### src/design/cdo_pkg.sv
// Shared widths, constants and calendar tables for the date offset pipeline.
`timescale 1ns / 1ps
`default_nettype none

package cdo_pkg;

  localparam int YEAR_W     = 14;
  localparam int MONTH_W    = 4;
  localparam int DAY_W      = 5;
  localparam int OFFSET_W   = 16;
  localparam int WDAY_W     = 3;
  localparam int IN_W       = 64;
  localparam int OUT_W      = 32;

  // Day number counted from March 1 of year -400, always positive here.
  localparam int DAYNUM_W   = 23;
  localparam int ERA_W      = 6;
  localparam int DOE_W      = 18;
  localparam int YOE_W      = 9;
  localparam int DOY_W      = 9;
  localparam int RYEAR_W    = 16;

  // Pipeline stages in front of the output register.
  localparam int STAGES     = 11;

  localparam int YEAR_MIN   = 1900;
  localparam int YEAR_MAX   = 9999;
  localparam int MONTHS     = 12;
  localparam int DAYS_YEAR  = 365;
  localparam int DAYS_4Y    = 1460;
  localparam int DAYS_100Y  = 36524;
  localparam int DAYS_400Y  = 146097;
  localparam int CENTURY    = 100;
  localparam int ERA_YEARS  = 400;
  localparam int WDAY_BIAS  = 3;
  localparam int WDAYS      = 7;

  // Reciprocals scaled by two to the RECIP_SH; the quotient estimate is at most one low.
  localparam int RECIP_SH   = 32;
  localparam logic [25:0] R_CENTURY = 26'((64'd1 << RECIP_SH) / 64'd100);
  localparam logic [14:0] R_ERA     = 15'((64'd1 << RECIP_SH) / 64'd146097);
  localparam logic [21:0] R_4Y      = 22'((64'd1 << RECIP_SH) / 64'd1460);
  localparam logic [16:0] R_100Y    = 17'((64'd1 << RECIP_SH) / 64'd36524);
  localparam logic [23:0] R_YEAR    = 24'((64'd1 << RECIP_SH) / 64'd365);

  // Month index counted from March, after the month has been carried into the year.
  function automatic logic [MONTH_W-1:0] month_index(input logic [MONTH_W-1:0] month);
    logic [MONTH_W-1:0] idx;
    unique case (month)
      4'd0:    idx = 4'd9;
      4'd1:    idx = 4'd10;
      4'd2:    idx = 4'd11;
      4'd13:   idx = 4'd10;
      4'd14:   idx = 4'd11;
      4'd15:   idx = 4'd0;
      default: idx = month - 4'd3;
    endcase
    return idx;
  endfunction

  // First day of each month within a year that starts on March 1.
  function automatic logic [DOY_W-1:0] month_start(input logic [MONTH_W-1:0] idx);
    logic [DOY_W-1:0] start;
    unique case (idx)
      4'd0:    start = 9'd0;
      4'd1:    start = 9'd31;
      4'd2:    start = 9'd61;
      4'd3:    start = 9'd92;
      4'd4:    start = 9'd122;
      4'd5:    start = 9'd153;
      4'd6:    start = 9'd184;
      4'd7:    start = 9'd214;
      4'd8:    start = 9'd245;
      4'd9:    start = 9'd275;
      4'd10:   start = 9'd306;
      4'd11:   start = 9'd337;
      default: start = 9'd0;
    endcase
    return start;
  endfunction

  typedef struct packed {
    logic [YEAR_W-1:0]  year;
    logic [MONTH_W-1:0] month;
    logic [DAY_W-1:0]   day;
    logic               after;
    logic               earlier;
    logic               same;
  } side_t;

endpackage

`default_nettype wire

### src/design/cdo_to_days.sv
// Three-stage conversion of a carried base date plus offset into a day number.
`timescale 1ns / 1ps
`default_nettype none

module cdo_to_days (
  input  logic                               clk,
  input  logic                               en,
  input  logic [cdo_pkg::YEAR_W-1:0]         base_year,
  input  logic [cdo_pkg::MONTH_W-1:0]        base_month,
  input  logic [cdo_pkg::DAY_W-1:0]          base_day,
  input  logic signed [cdo_pkg::OFFSET_W-1:0] day_offset,
  output logic [cdo_pkg::DAYNUM_W-1:0]       day_num
);

  logic [8:0]         year_bias;
  logic [14:0]        shifted_year;
  logic signed [17:0] day_sum;

  logic [14:0]        y1;
  logic signed [17:0] dsum1;

  logic [40:0]        p_cent;
  logic [22:0]        ybase;
  logic [14:0]        y2;
  logic [7:0]         cent_est2;
  logic [22:0]        ybase2;
  logic signed [17:0] dsum2;

  logic [14:0]        cent_rem;
  logic [7:0]         cent;
  logic signed [24:0] nsum;

  // Months 0 to 2 fall in the year before for a March-based year; month 15 is March of the next.
  always_comb begin
    priority if (base_month <= 4'd2) begin
      year_bias = 9'd399;
    end else if (base_month == 4'd15) begin
      year_bias = 9'd401;
    end else begin
      year_bias = 9'd400;
    end
    shifted_year = 15'(base_year) + 15'(year_bias);
    day_sum = $signed(18'(cdo_pkg::month_start(cdo_pkg::month_index(base_month))))
            + $signed(18'(base_day)) - 18'sd1 + 18'(day_offset);
  end

  always_ff @(posedge clk) begin
    if (en) begin
      y1    <= shifted_year;
      dsum1 <= day_sum;
    end
  end

  assign p_cent = 41'(y1) * 41'(cdo_pkg::R_CENTURY);
  assign ybase  = 23'(y1) * 23'(cdo_pkg::DAYS_YEAR) + 23'(y1 >> 2);

  always_ff @(posedge clk) begin
    if (en) begin
      y2        <= y1;
      cent_est2 <= p_cent[39:32];
      ybase2    <= ybase;
      dsum2     <= dsum1;
    end
  end

  // Leap days: add a quarter of the years, drop centuries, add back every fourth century.
  always_comb begin
    cent_rem = y2 - 15'(cent_est2) * 15'(cdo_pkg::CENTURY);
    cent     = cent_est2 + 8'(cent_rem >= 15'(cdo_pkg::CENTURY));
    nsum     = $signed(25'(ybase2)) - $signed(25'(cent)) + $signed(25'(cent >> 2))
             + 25'(dsum2);
  end

  always_ff @(posedge clk) begin
    if (en) begin
      day_num <= nsum[22:0];
    end
  end

endmodule

`default_nettype wire

### src/design/cdo_from_days.sv
// Eight-stage conversion of a day number back to year, month, day and weekday.
`timescale 1ns / 1ps
`default_nettype none

module cdo_from_days (
  input  logic                                clk,
  input  logic                                en,
  input  logic [cdo_pkg::DAYNUM_W-1:0]        day_num,
  output logic signed [cdo_pkg::RYEAR_W-1:0]  year,
  output logic [cdo_pkg::MONTH_W-1:0]         month,
  output logic [cdo_pkg::DAY_W-1:0]           day,
  output logic [cdo_pkg::WDAY_W-1:0]          weekday
);

  localparam int EW = cdo_pkg::ERA_W;
  localparam int DW = cdo_pkg::DOE_W;

  logic [37:0]   p_era;
  logic [22:0]   s4_n;
  logic [EW-1:0] s4_era_est;

  logic [22:0]   era_rem;
  logic [EW-1:0] s5_era;
  logic [DW-1:0] s5_doe;

  logic [39:0]   p_4y;
  logic [34:0]   p_100y;
  logic [5:0]    digit_sum;
  logic [3:0]    wd_fold;
  logic [EW-1:0] s6_era;
  logic [DW-1:0] s6_doe;
  logic [6:0]    s6_e4y;
  logic [2:0]    s6_e100y;
  logic          s6_last;
  logic [2:0]    s6_wd;

  logic [DW-1:0] rem_4y;
  logic [DW-1:0] rem_100y;
  logic [6:0]    q_4y;
  logic [2:0]    q_100y;
  logic [EW-1:0] s7_era;
  logic [DW-1:0] s7_doe;
  logic [DW-1:0] s7_x;
  logic [2:0]    s7_wd;

  logic [41:0]   p_year;
  logic [EW-1:0] s8_era;
  logic [DW-1:0] s8_doe;
  logic [DW-1:0] s8_x;
  logic [8:0]    s8_yest;
  logic [2:0]    s8_wd;

  logic [DW-1:0] rem_year;
  logic [EW-1:0] s9_era;
  logic [DW-1:0] s9_doe;
  logic [8:0]    s9_yoe;
  logic [2:0]    s9_wd;

  logic [1:0]    cents;
  logic [DW-1:0] doy_full;
  logic [EW-1:0] s10_era;
  logic [8:0]    s10_yoe;
  logic [8:0]    s10_doy;
  logic [2:0]    s10_wd;

  logic [3:0]    mp;
  logic [3:0]    month_calc;
  logic          jan_feb;

  // Stage 4: estimate of the 400-year era.
  assign p_era = 38'(day_num) * 38'(cdo_pkg::R_ERA);

  always_ff @(posedge clk) begin
    if (en) begin
      s4_n       <= day_num;
      s4_era_est <= p_era[37:32];
    end
  end

  // Stage 5: correct the era and take the day within it.
  assign era_rem = s4_n - 23'(s4_era_est) * 23'(cdo_pkg::DAYS_400Y);

  always_ff @(posedge clk) begin
    if (en) begin
      if (era_rem >= 23'(cdo_pkg::DAYS_400Y)) begin
        s5_era <= s4_era_est + 6'd1;
        s5_doe <= DW'(era_rem - 23'(cdo_pkg::DAYS_400Y));
      end else begin
        s5_era <= s4_era_est;
        s5_doe <= DW'(era_rem);
      end
    end
  end

  // Stage 6: leap-cycle quotient estimates. An era is a whole number of weeks, so the
  // weekday follows from the day within the era; octal digits are summed since 8 is 1 mod 7.
  assign p_4y   = 40'(s5_doe) * 40'(cdo_pkg::R_4Y);
  assign p_100y = 35'(s5_doe) * 35'(cdo_pkg::R_100Y);

  always_comb begin
    digit_sum = 6'(cdo_pkg::WDAY_BIAS);
    for (int k = 0; k < DW / 3; k++) begin
      digit_sum = digit_sum + 6'(s5_doe[3*k +: 3]);
    end
    wd_fold = 4'(digit_sum[5:3]) + 4'(digit_sum[2:0]);
  end

  always_ff @(posedge clk) begin
    if (en) begin
      s6_era   <= s5_era;
      s6_doe   <= s5_doe;
      s6_e4y   <= p_4y[38:32];
      s6_e100y <= p_100y[34:32];
      s6_last  <= (s5_doe == DW'(cdo_pkg::DAYS_400Y - 1));
      s6_wd    <= (wd_fold >= 4'(cdo_pkg::WDAYS)) ? 3'(wd_fold - 4'(cdo_pkg::WDAYS))
                                                  : 3'(wd_fold);
    end
  end

  // Stage 7: correct the quotients and remove the leap days from the day count.
  always_comb begin
    rem_4y   = s6_doe - DW'(s6_e4y) * DW'(cdo_pkg::DAYS_4Y);
    rem_100y = s6_doe - DW'(s6_e100y) * DW'(cdo_pkg::DAYS_100Y);
    q_4y     = s6_e4y + 7'(rem_4y >= DW'(cdo_pkg::DAYS_4Y));
    q_100y   = s6_e100y + 3'(rem_100y >= DW'(cdo_pkg::DAYS_100Y));
  end

  always_ff @(posedge clk) begin
    if (en) begin
      s7_era <= s6_era;
      s7_doe <= s6_doe;
      s7_wd  <= s6_wd;
      s7_x   <= s6_doe - DW'(q_4y) + DW'(q_100y) - DW'(s6_last);
    end
  end

  // Stage 8: estimate of the year within the era.
  assign p_year = 42'(s7_x) * 42'(cdo_pkg::R_YEAR);

  always_ff @(posedge clk) begin
    if (en) begin
      s8_era  <= s7_era;
      s8_doe  <= s7_doe;
      s8_x    <= s7_x;
      s8_wd   <= s7_wd;
      s8_yest <= p_year[40:32];
    end
  end

  // Stage 9: correct the year within the era.
  assign rem_year = s8_x - DW'(s8_yest) * DW'(cdo_pkg::DAYS_YEAR);

  always_ff @(posedge clk) begin
    if (en) begin
      s9_era <= s8_era;
      s9_doe <= s8_doe;
      s9_wd  <= s8_wd;
      s9_yoe <= s8_yest + 9'(rem_year >= DW'(cdo_pkg::DAYS_YEAR));
    end
  end

  // Stage 10: day within the March-based year.
  always_comb begin
    cents = 2'(s9_yoe >= 9'(cdo_pkg::CENTURY))
          + 2'(s9_yoe >= 9'(2 * cdo_pkg::CENTURY))
          + 2'(s9_yoe >= 9'(3 * cdo_pkg::CENTURY));
    doy_full = s9_doe - DW'(s9_yoe) * DW'(cdo_pkg::DAYS_YEAR) - DW'(s9_yoe >> 2)
             + DW'(cents);
  end

  always_ff @(posedge clk) begin
    if (en) begin
      s10_era <= s9_era;
      s10_yoe <= s9_yoe;
      s10_wd  <= s9_wd;
      s10_doy <= doy_full[8:0];
    end
  end

  // Stage 11: month by threshold search, then day of month and calendar year.
  always_comb begin
    mp = 4'd0;
    for (int k = 1; k < cdo_pkg::MONTHS; k++) begin
      if (s10_doy >= cdo_pkg::month_start(4'(k))) begin
        mp = 4'(k);
      end
    end
    jan_feb    = (mp >= 4'd10);
    month_calc = jan_feb ? mp - 4'd9 : mp + 4'd3;
  end

  always_ff @(posedge clk) begin
    if (en) begin
      month   <= month_calc;
      day     <= 5'(s10_doy - cdo_pkg::month_start(mp) + 9'd1);
      weekday <= s10_wd;
      year    <= $signed(16'(s10_yoe) + 16'(s10_era) * 16'(cdo_pkg::ERA_YEARS)
                         + 16'(jan_feb)) - 16'(cdo_pkg::ERA_YEARS);
    end
  end

endmodule

`default_nettype wire

### src/design/calendar_date_offset.sv
// Top level of the Gregorian date offset block with weekday and date compare.
`timescale 1ns / 1ps
`default_nettype none

// Takes one word per clock while s_axis_tready is high and returns one result word per
// input word, in order. The block is a twelve-stage pipeline: three stages turn the base
// date and offset into a day number, eight stages turn the day number back into a date
// through a chain of reciprocal-multiply divisions, and the last stage is the
// output register. The whole pipeline holds when the output word is not taken, and
// s_axis_tready is high whenever the output register is empty or being read, so the
// sustained rate is one word per cycle. A base month or day outside its normal range is
// carried into the year or month. A result outside years 1900 to 9999 raises m_axis_tuser
// and returns the base date as given with weekday zero. The compare flags always use the
// raw base and other fields.
module calendar_date_offset (
  input  logic                        clk,
  input  logic                        rst,
  input  logic                        s_axis_tvalid,
  output logic                        s_axis_tready,
  // base_year[13:0], base_month[17:14], base_day[22:18], day_offset[38:23],
  // other_year[52:39], other_month[56:53], other_day[61:57], zeros[63:62]
  input  logic [cdo_pkg::IN_W-1:0]    s_axis_tdata,
  output logic                        m_axis_tvalid,
  input  logic                        m_axis_tready,
  // result_year[13:0], result_month[17:14], result_day[22:18], result_weekday[25:23],
  // base_after_other[26], base_before_other[27], base_same_as_other[28], zeros[31:29]
  output logic [cdo_pkg::OUT_W-1:0]   m_axis_tdata,
  // out_of_range[0]
  output logic                        m_axis_tuser
);

  localparam int NS = cdo_pkg::STAGES;

  logic [cdo_pkg::YEAR_W-1:0]          base_year;
  logic [cdo_pkg::MONTH_W-1:0]         base_month;
  logic [cdo_pkg::DAY_W-1:0]           base_day;
  logic signed [cdo_pkg::OFFSET_W-1:0] day_offset;
  logic [cdo_pkg::YEAR_W-1:0]          other_year;
  logic [cdo_pkg::MONTH_W-1:0]         other_month;
  logic [cdo_pkg::DAY_W-1:0]           other_day;

  logic                                adv;
  logic [NS-1:0]                       vld;
  cdo_pkg::side_t                      side_in;
  cdo_pkg::side_t                      side [NS];
  logic [cdo_pkg::DAYNUM_W-1:0]        day_num;
  logic signed [cdo_pkg::RYEAR_W-1:0]  res_year;
  logic [cdo_pkg::MONTH_W-1:0]         res_month;
  logic [cdo_pkg::DAY_W-1:0]           res_day;
  logic [cdo_pkg::WDAY_W-1:0]          res_wday;
  logic                                oor;

  logic                                out_valid;
  logic [cdo_pkg::OUT_W-1:0]           out_data;
  logic                                out_user;

  assign base_year   = s_axis_tdata[13:0];
  assign base_month  = s_axis_tdata[17:14];
  assign base_day    = s_axis_tdata[22:18];
  assign day_offset  = $signed(s_axis_tdata[38:23]);
  assign other_year  = s_axis_tdata[52:39];
  assign other_month = s_axis_tdata[56:53];
  assign other_day   = s_axis_tdata[61:57];

  // Every stage moves together; only a held output word stops the pipeline.
  assign adv           = !out_valid || m_axis_tready;
  assign s_axis_tready = adv;
  assign m_axis_tvalid = out_valid;
  assign m_axis_tdata  = out_data;
  assign m_axis_tuser  = out_user;

  // Fixed field widths make the concatenated compare the same as year, month, day order.
  always_comb begin
    side_in.year    = base_year;
    side_in.month   = base_month;
    side_in.day     = base_day;
    side_in.after   = {base_year, base_month, base_day} > {other_year, other_month, other_day};
    side_in.earlier = {base_year, base_month, base_day} < {other_year, other_month, other_day};
    side_in.same    = {base_year, base_month, base_day} == {other_year, other_month, other_day};
  end

  cdo_to_days u_to_days (
    .clk        (clk),
    .en         (adv),
    .base_year  (base_year),
    .base_month (base_month),
    .base_day   (base_day),
    .day_offset (day_offset),
    .day_num    (day_num)
  );

  cdo_from_days u_from_days (
    .clk     (clk),
    .en      (adv),
    .day_num (day_num),
    .year    (res_year),
    .month   (res_month),
    .day     (res_day),
    .weekday (res_wday)
  );

  always_ff @(posedge clk) begin
    if (rst) begin
      vld       <= '0;
      out_valid <= 1'b0;
    end else if (adv) begin
      vld       <= {vld[NS-2:0], s_axis_tvalid};
      out_valid <= vld[NS-1];
    end
  end

  always_ff @(posedge clk) begin
    if (adv) begin
      side[0] <= side_in;
      for (int i = 1; i < NS; i++) begin
        side[i] <= side[i-1];
      end
    end
  end

  assign oor = (res_year < cdo_pkg::YEAR_MIN) || (res_year > cdo_pkg::YEAR_MAX);

  always_ff @(posedge clk) begin
    if (adv) begin
      out_user <= oor;
      if (oor) begin
        out_data <= {3'b000, side[NS-1].same, side[NS-1].earlier, side[NS-1].after,
                     3'b000, side[NS-1].day, side[NS-1].month, side[NS-1].year};
      end else begin
        out_data <= {3'b000, side[NS-1].same, side[NS-1].earlier, side[NS-1].after,
                     res_wday, res_day, res_month, res_year[13:0]};
      end
    end
  end

endmodule

`default_nettype wire

### config.mk
export PLATFORM = sky130hd
export DESIGN_NAME = calendar_date_offset
export DESIGN_NICKNAME = d
export VERILOG_FILES = /design/src/design/cdo_pkg.sv /design/src/design/cdo_to_days.sv /design/src/design/cdo_from_days.sv /design/src/design/calendar_date_offset.sv
export SDC_FILE = /design/constraint.sdc
export NUM_CORES = 2
export LEC_CHECK = 0
export BUFFER_PORTS_ARGS = -buffer_cell sky130_fd_sc_hd__buf_2
export CAP_MARGIN = 20
export CORE_MARGIN = 2
export CORE_UTILIZATION = 59
export DETAILED_ROUTE_END_ITERATION = 6
export GPL_ROUTABILITY_DRIVEN = 1
export GPL_TIMING_DRIVEN = 1
export PLACE_DENSITY = 0.84
export REMOVE_ABC_BUFFERS = 1
export SLEW_MARGIN = 20
export SYNTH_ARGS = -nofsm -noshare
export SYNTH_HDL_FRONTEND = slang
export SYNTH_SLANG_ARGS = --single-unit
### constraint.sdc
create_clock -name clk -period 22.4 [get_ports clk]
set_clock_uncertainty 0.05 [all_clocks]
set_input_delay 2.24 -clock clk [delete_from_list [all_inputs] [get_ports clk]]
set_output_delay 2.24 -clock clk [all_outputs]
set_load 0.01 [all_outputs]
### Word level (Yosys, flattened, before mapping)

Memories as Yosys holds them, arrays and structs flattened.
Cells that the tools add are included.

* register bits: 416
* memory bits (writable): 286
* memory bits (read-only): 288
* input bits: 68
* logic and storage cells: 163
* memories kept: 3

* add/subtract/negate cells: 43
* multipliers: 13
* order comparisons: 26
* equality and inequality tests: 7
* multiplexer cells: 22
* reductions and logical operators: 6

Memory list
* side: depth 11, bits a word 26, read ports 11, clocked after memory_dff 0, write ports 11, line calendar_date_offset.sv:45 `cdo_pkg::side_t side [NS];`
* (name not given): depth 16, bits a word 9, read ports 1, clocked after memory_dff 0, write ports 0, line cdo_pkg.sv:64 `unique case (idx)`
* (name not given): depth 16, bits a word 9, read ports 1, clocked after memory_dff 0, write ports 0, line cdo_pkg.sv:64

Operators with widths (number)
* 18-bit subtractor: 3
* 9-bit by 8-bit greater-or-equal comparator with 1-bit output, second input constant: 5
* 18-bit by 24-bit multiplier with 41-bit output, second input constant: 1
* 18-bit by 21-bit multiplier with 38-bit output, second input constant: 1
* 15-bit by 23-bit multiplier with 37-bit output, second input constant: 1
* 23-bit by 14-bit multiplier with 37-bit output, second input constant: 1
* 9-bit greater-or-equal comparator, second input constant: 4
* 18-bit by 17-bit multiplier with 35-bit output, second input constant: 1
* 6-bit by 3-bit adder with 6-bit output: 5
* 9-bit by 7-bit greater-or-equal comparator with 1-bit output, second input constant: 3
* 23-bit by 13-bit adder with 23-bit output: 1
* 23-bit by 18-bit adder with 23-bit output: 1
* 23-bit by 7-bit adder with 23-bit output: 1
* 23-bit equality test: 1
* 23-bit by 18-bit greater-or-equal comparator with 1-bit output, second input constant: 1
* 23-bit greater-than comparator: 1
* 23-bit less-than comparator: 1
* 15-bit by 9-bit multiplier with 23-bit output, second input constant: 1
* 6-bit by 18-bit multiplier with 23-bit output, second input constant: 1
* 23-bit two-way mux: 1
* 23-bit subtractor: 1
* 23-bit by 8-bit subtractor with 23-bit output: 1
* 4-bit two-way mux: 5
* 18-bit by 16-bit adder with 18-bit output: 1
* other kinds (61): 74

### Logic depth before layout (Yosys ltp)

An unclocked memory read counts as a cell.

* word-level depth: 16
* depth in mapped cells: 41
* mapped depth without buffers: 41

### Cells and area by module

From an unflattened synthesis, not the netlist that was laid out.

* cell total of the unflattened synthesis: 5927
* area total of the unflattened synthesis: 69859.5 um^2

Modules (own cells, without submodules)
* cdo_from_days: instances 1, cells each 3945, area each 43213.9 um^2, sequential area each 7627.3 um^2
* cdo_to_days: instances 1, cells each 1485, area each 15706.3 um^2, sequential area each 3483.3 um^2
* calendar_date_offset: instances 1, cells each 497, area each 10939.2 um^2, sequential area each 9729.3 um^2

### Least setup slack after synthesis

No wires, ideal clock.

* kind: input to output
* start: in m_axis_tready
* end: out s_axis_tready
* data arrival time: 21198 ps
* slack: -1088 ps
* cell stages on the path: 3
* path buffers: 1
* path through: nor2b_1 -> inv_1 -> clkbuf_1

* longest elaborated chain between the ends: 1

RTL lines
* start, declared: line calendar_date_offset.sv:24 `input logic m_axis_tready,`
* 1-bit logical OR: line calendar_date_offset.sv:66 `assign adv = !out_valid || m_axis_tready;`
* end, declared: line calendar_date_offset.sv:19 `output logic s_axis_tready,`

No other way between the ends.

### Final worst setup path

* start: reg u_from_days.s6_e4y[1]
* end: reg u_from_days.s7_x[16], data pin

* longest elaborated chain between the ends: 7

RTL lines
* start, declared: line cdo_from_days.sv:32 `logic [6:0] s6_e4y;`
* start signal, assigned: line cdo_from_days.sv:112 `s6_e4y <= p_4y[38:32];`
* 7-bit by 9-bit multiplier with 16-bit output: line cdo_from_days.sv:122 `rem_4y = s6_doe - DW'(s6_e4y) * DW'(cdo_pkg::DAYS_4Y);`
* 18-bit subtractor: line cdo_from_days.sv:122
* 18-bit by 11-bit greater-or-equal comparator with 1-bit output: line cdo_from_days.sv:124 `q_4y = s6_e4y + 7'(rem_4y >= DW'(cdo_pkg::DAYS_4Y));`
* 7-bit by 1-bit adder with 7-bit output *: line cdo_from_days.sv:124
* 18-bit by 7-bit subtractor with 18-bit output *: line cdo_from_days.sv:133 `s7_x <= s6_doe - DW'(q_4y) + DW'(q_100y) - DW'(s6_last);`
* 18-bit by 3-bit adder with 18-bit output *: line cdo_from_days.sv:133
* 18-bit by 1-bit subtractor with 18-bit output *: line cdo_from_days.sv:133
* end signal, assigned: line cdo_from_days.sv:133
* end, declared: line cdo_from_days.sv:43 `logic [DW-1:0] s7_x;`

Mark *: on every way between the ends. The rest lies on a longest branch, timed or not.
A chain may end at the register's enable or synchronous reset.

==> metrics <==
status completed; post-synth top area share 0.2970; GPL Wtd Cong 0.9761; Synth area leader edfxtp_1; WP data arrival 10300 ps; postcts setup bufs 0; Slew Limit Fails 0; worst hold-check path type reg -> reg; Post-synth top cells 1356 x inv_1, 1291 x ha_1, 820 x fa_1; Min Clock Period, post-route 9922 ps; layout cells sized above 1 0.05072; row count 125; CP max stage delay 570 ps; Hold Fails Final Rpt 0; CP max stage cell fa_1; antenna violations before repair 4; PostCTS Resize Cnt 0; crit path buf inv count 5; Final period util 0.4430; Setup Viol. Count Final 0; clock sinks 700; total gr overflow 0; Critical path destination u_from_days.s7_x[16]$_DFFE_PP_; cells after synthesis 5878; Worst slew margin 0.2773; Port Buf Inserts a little under 100; Post-CTS Hold Buffers 0; Setup TNS 0 ps; initial core utilization 0.5970; # fillers 8325; Die Y approximately 350 um; mean post-synth cell area 11.83 um2; latest clock arrival within the worst-skew pair roughly 710 ps; register-to-register setup slack 12480 ps; Yosys reg bits 700; CTS tree built; Slew @ Worst Pin around 1100 ps; Crit path max-delay family adder cells; Critical Path Source u_from_days.s6_e4y[1]$_DFFE_PP_; GRT Total Usage 0.2544; Die Span X approximately 350 um; Max-Cap Viols 0; Post-Route WL 147.8 mm; most common cell in the netlist inv_1; setup repair after global routing missed its margin false; async set-reset flop share out of synthesis 0; Critical Path Start Type flip-flop; DRC violations left 0; first-pass GRT wire length 241.6 mm; Synth Warn # 0; Max FO, Critical Path 5; post-synthesis sequential area ratio 0.3004; Worst Setup End Kind flip-flop; Crit Path Class reg -> reg; Synth area leaders edfxtp_1 30%, fa_1 24%, ha_1 23%; IO Count 103; core area 0.1165 mm2; Yosys cell types between 80 and 90; cell depth of the worst setup path 41; Root Buffer Master clkbuf_16; vias per cell 5.614; H-tree depth 3; Final ANT Viol Nets 0; Reg2Reg Depth 41; HPWL after DPL approximately 120 mm; Num CTS Buffers 76; Most used DFF post-synth edfxtp_1; nets 8227; Worst-path clk slew ~60 ps; number of global-route vias before repair approximately 46000; worst r2r src u_from_days.s6_e4y[1]$_DFFE_PP_; number of flops mapped to enable cells by yosys 688; fmax 0.1008 GHz; CP required 22770 ps; Synth Cell Area 0.06956 mm2; DR vias 42880; die area roughly 0.12 mm2; per-cell routed wire length 19.34 um; Iteration-0 DRC Markers 2775; reg2reg end u_from_days.s7_x[16]$_DFFE_PP_; Max Buffers Root-to-Sink 3; largest net degree at the start of global routing 176; Area Overhead vs Synth 7.275%; Initial DRT Pass Iterations 7
[layout by cell type (no fill, tap or decap), types with 58 or more instances in the layout]
master | Yosys | final
inv_1 | 1356 | 1355
ha_1 | 1291 | 1291
fa_1 | 820 | 820
edfxtp_1 | 688 | 688
xnor2_1 | 219 | 219
a21oi_1 | 200 | 200
nand2_1 | 153 | 153
nor2_1 | 148 | 148
o21ai_0 | 130 | 130
a21o_1 | 101 | 101
buf_2 | 5 | 97
clkbuf_16 | 0 | 77
xor2_1 | 76 | 76
nor3_1 | 60 | 59
nand3_1 | 58 | 58
[cells by family after synthesis]
group / share of synthesized area
adders and majority gates: 0.4682
buffers and inverters: 0.07536
AOI/OAI and AO/OA: 0.06820
DFF: 0.3004
and+or+nand+nor: 0.04570
xor gates and xnor gates: 0.03714
muxes: 0.004856
other: 0.0001080
[metal layers]
metal  vias to the layer above  track usage  part of all wire
li1                      20030            -                 -
met1                     21240       0.3210              0.40
met2                      1270       0.4475              0.50
met3                       342      0.04072             0.062
met4                         0      0.08270             0.034
met5                         -            0                 0
[stage by stage]
| stage | area, um2 | worst slack [ps] | std cells | hold WS (ps) | util |
|---|---|---|---|---|---|
| floorplan | 69420 | 4328 | 5851 | 350.3 | - |
| global placement | 72000 | 12950 | 7494 | 350.2 | 0.6180 |
| detailed placement | 72000 | 12580 | 7494 | 354.5 | 0.6180 |
| CTS | 74610 | 12490 | 7636 | 343.2 | 0.6403 |
| global route | 74620 | 11890 | 7636 | 350.1 | 0.6404 |
| finish | 74630 | 12480 | 7638 | 348.7 | 0.6405 |
[how the worst min path moves through the flow]
| stage | start | to | slack, ps | cells after the start |
|---|---|---|---|---|
| 2_1_floorplan | side[10][2]$_DFFE_PP_ | m_axis_tdata[26]$_DFFE_PP_ | 350 | 0 |
| 5_1_grt | side[2][13]$_DFFE_PP_ | side[3][13]$_DFFE_PP_ | 350 | 0 |
| 3_3_place_gp | side[5][16]$_DFFE_PP_ | side[6][16]$_DFFE_PP_ | 350 | 0 |
| 3_5_place_dp | side[0][19]$_DFFE_PP_ | side[1][19]$_DFFE_PP_ | 350 | 0 |
| 6_report | u_from_days.s9_wd[1]$_DFFE_PP_ | u_from_days.s10_wd[1]$_DFFE_PP_ | 350 | 0 |
| 4_1_cts | side[2][13]$_DFFE_PP_ | side[3][13]$_DFFE_PP_ | 340 | 0 |
[final cells by class]
type	count	area, um2	area share
diodes	2	5.005	0.00006707
flip-flops and latches	700	20900	0.2801
multi-input cells	3795	43440	0.5821
inverters	1356	5097	0.06831
clock buffers	90	1979	0.02652
clock inverters	52	624.3	0.008366
repair buffers	119	670.6	0.008987
well taps	1524	1907	0.02555
[sequential cells by signal, indices dropped and copies added, names as in the netlist, 8 cells and up]
register,flops
u_to_days.cent_est2,8
u_from_days.s6_doe,18
u_to_days.y1,15
u_from_days.s8_x,18
u_from_days.s7_doe,9
u_from_days.year,16
u_from_days.s5_doe,18
u_to_days.dsum2,18
u_to_days.dsum1,18
u_from_days.s10_doy,9
u_from_days.s4_n,23
vld,11
u_from_days.s7_x,18
u_to_days.y2,13
u_to_days.ybase2,23
u_from_days.s8_yest,9
m_axis_tdata,29
u_to_days.day_num,23
u_from_days.s9_doe,9
side,286
u_from_days.s8_doe,9
u_from_days.s9_yoe,9
u_from_days.s10_yoe,9
Power is left out: the tool's default activity adds up to more than one toggle a clock period on the data nets, which glitch-free logic cannot reach.
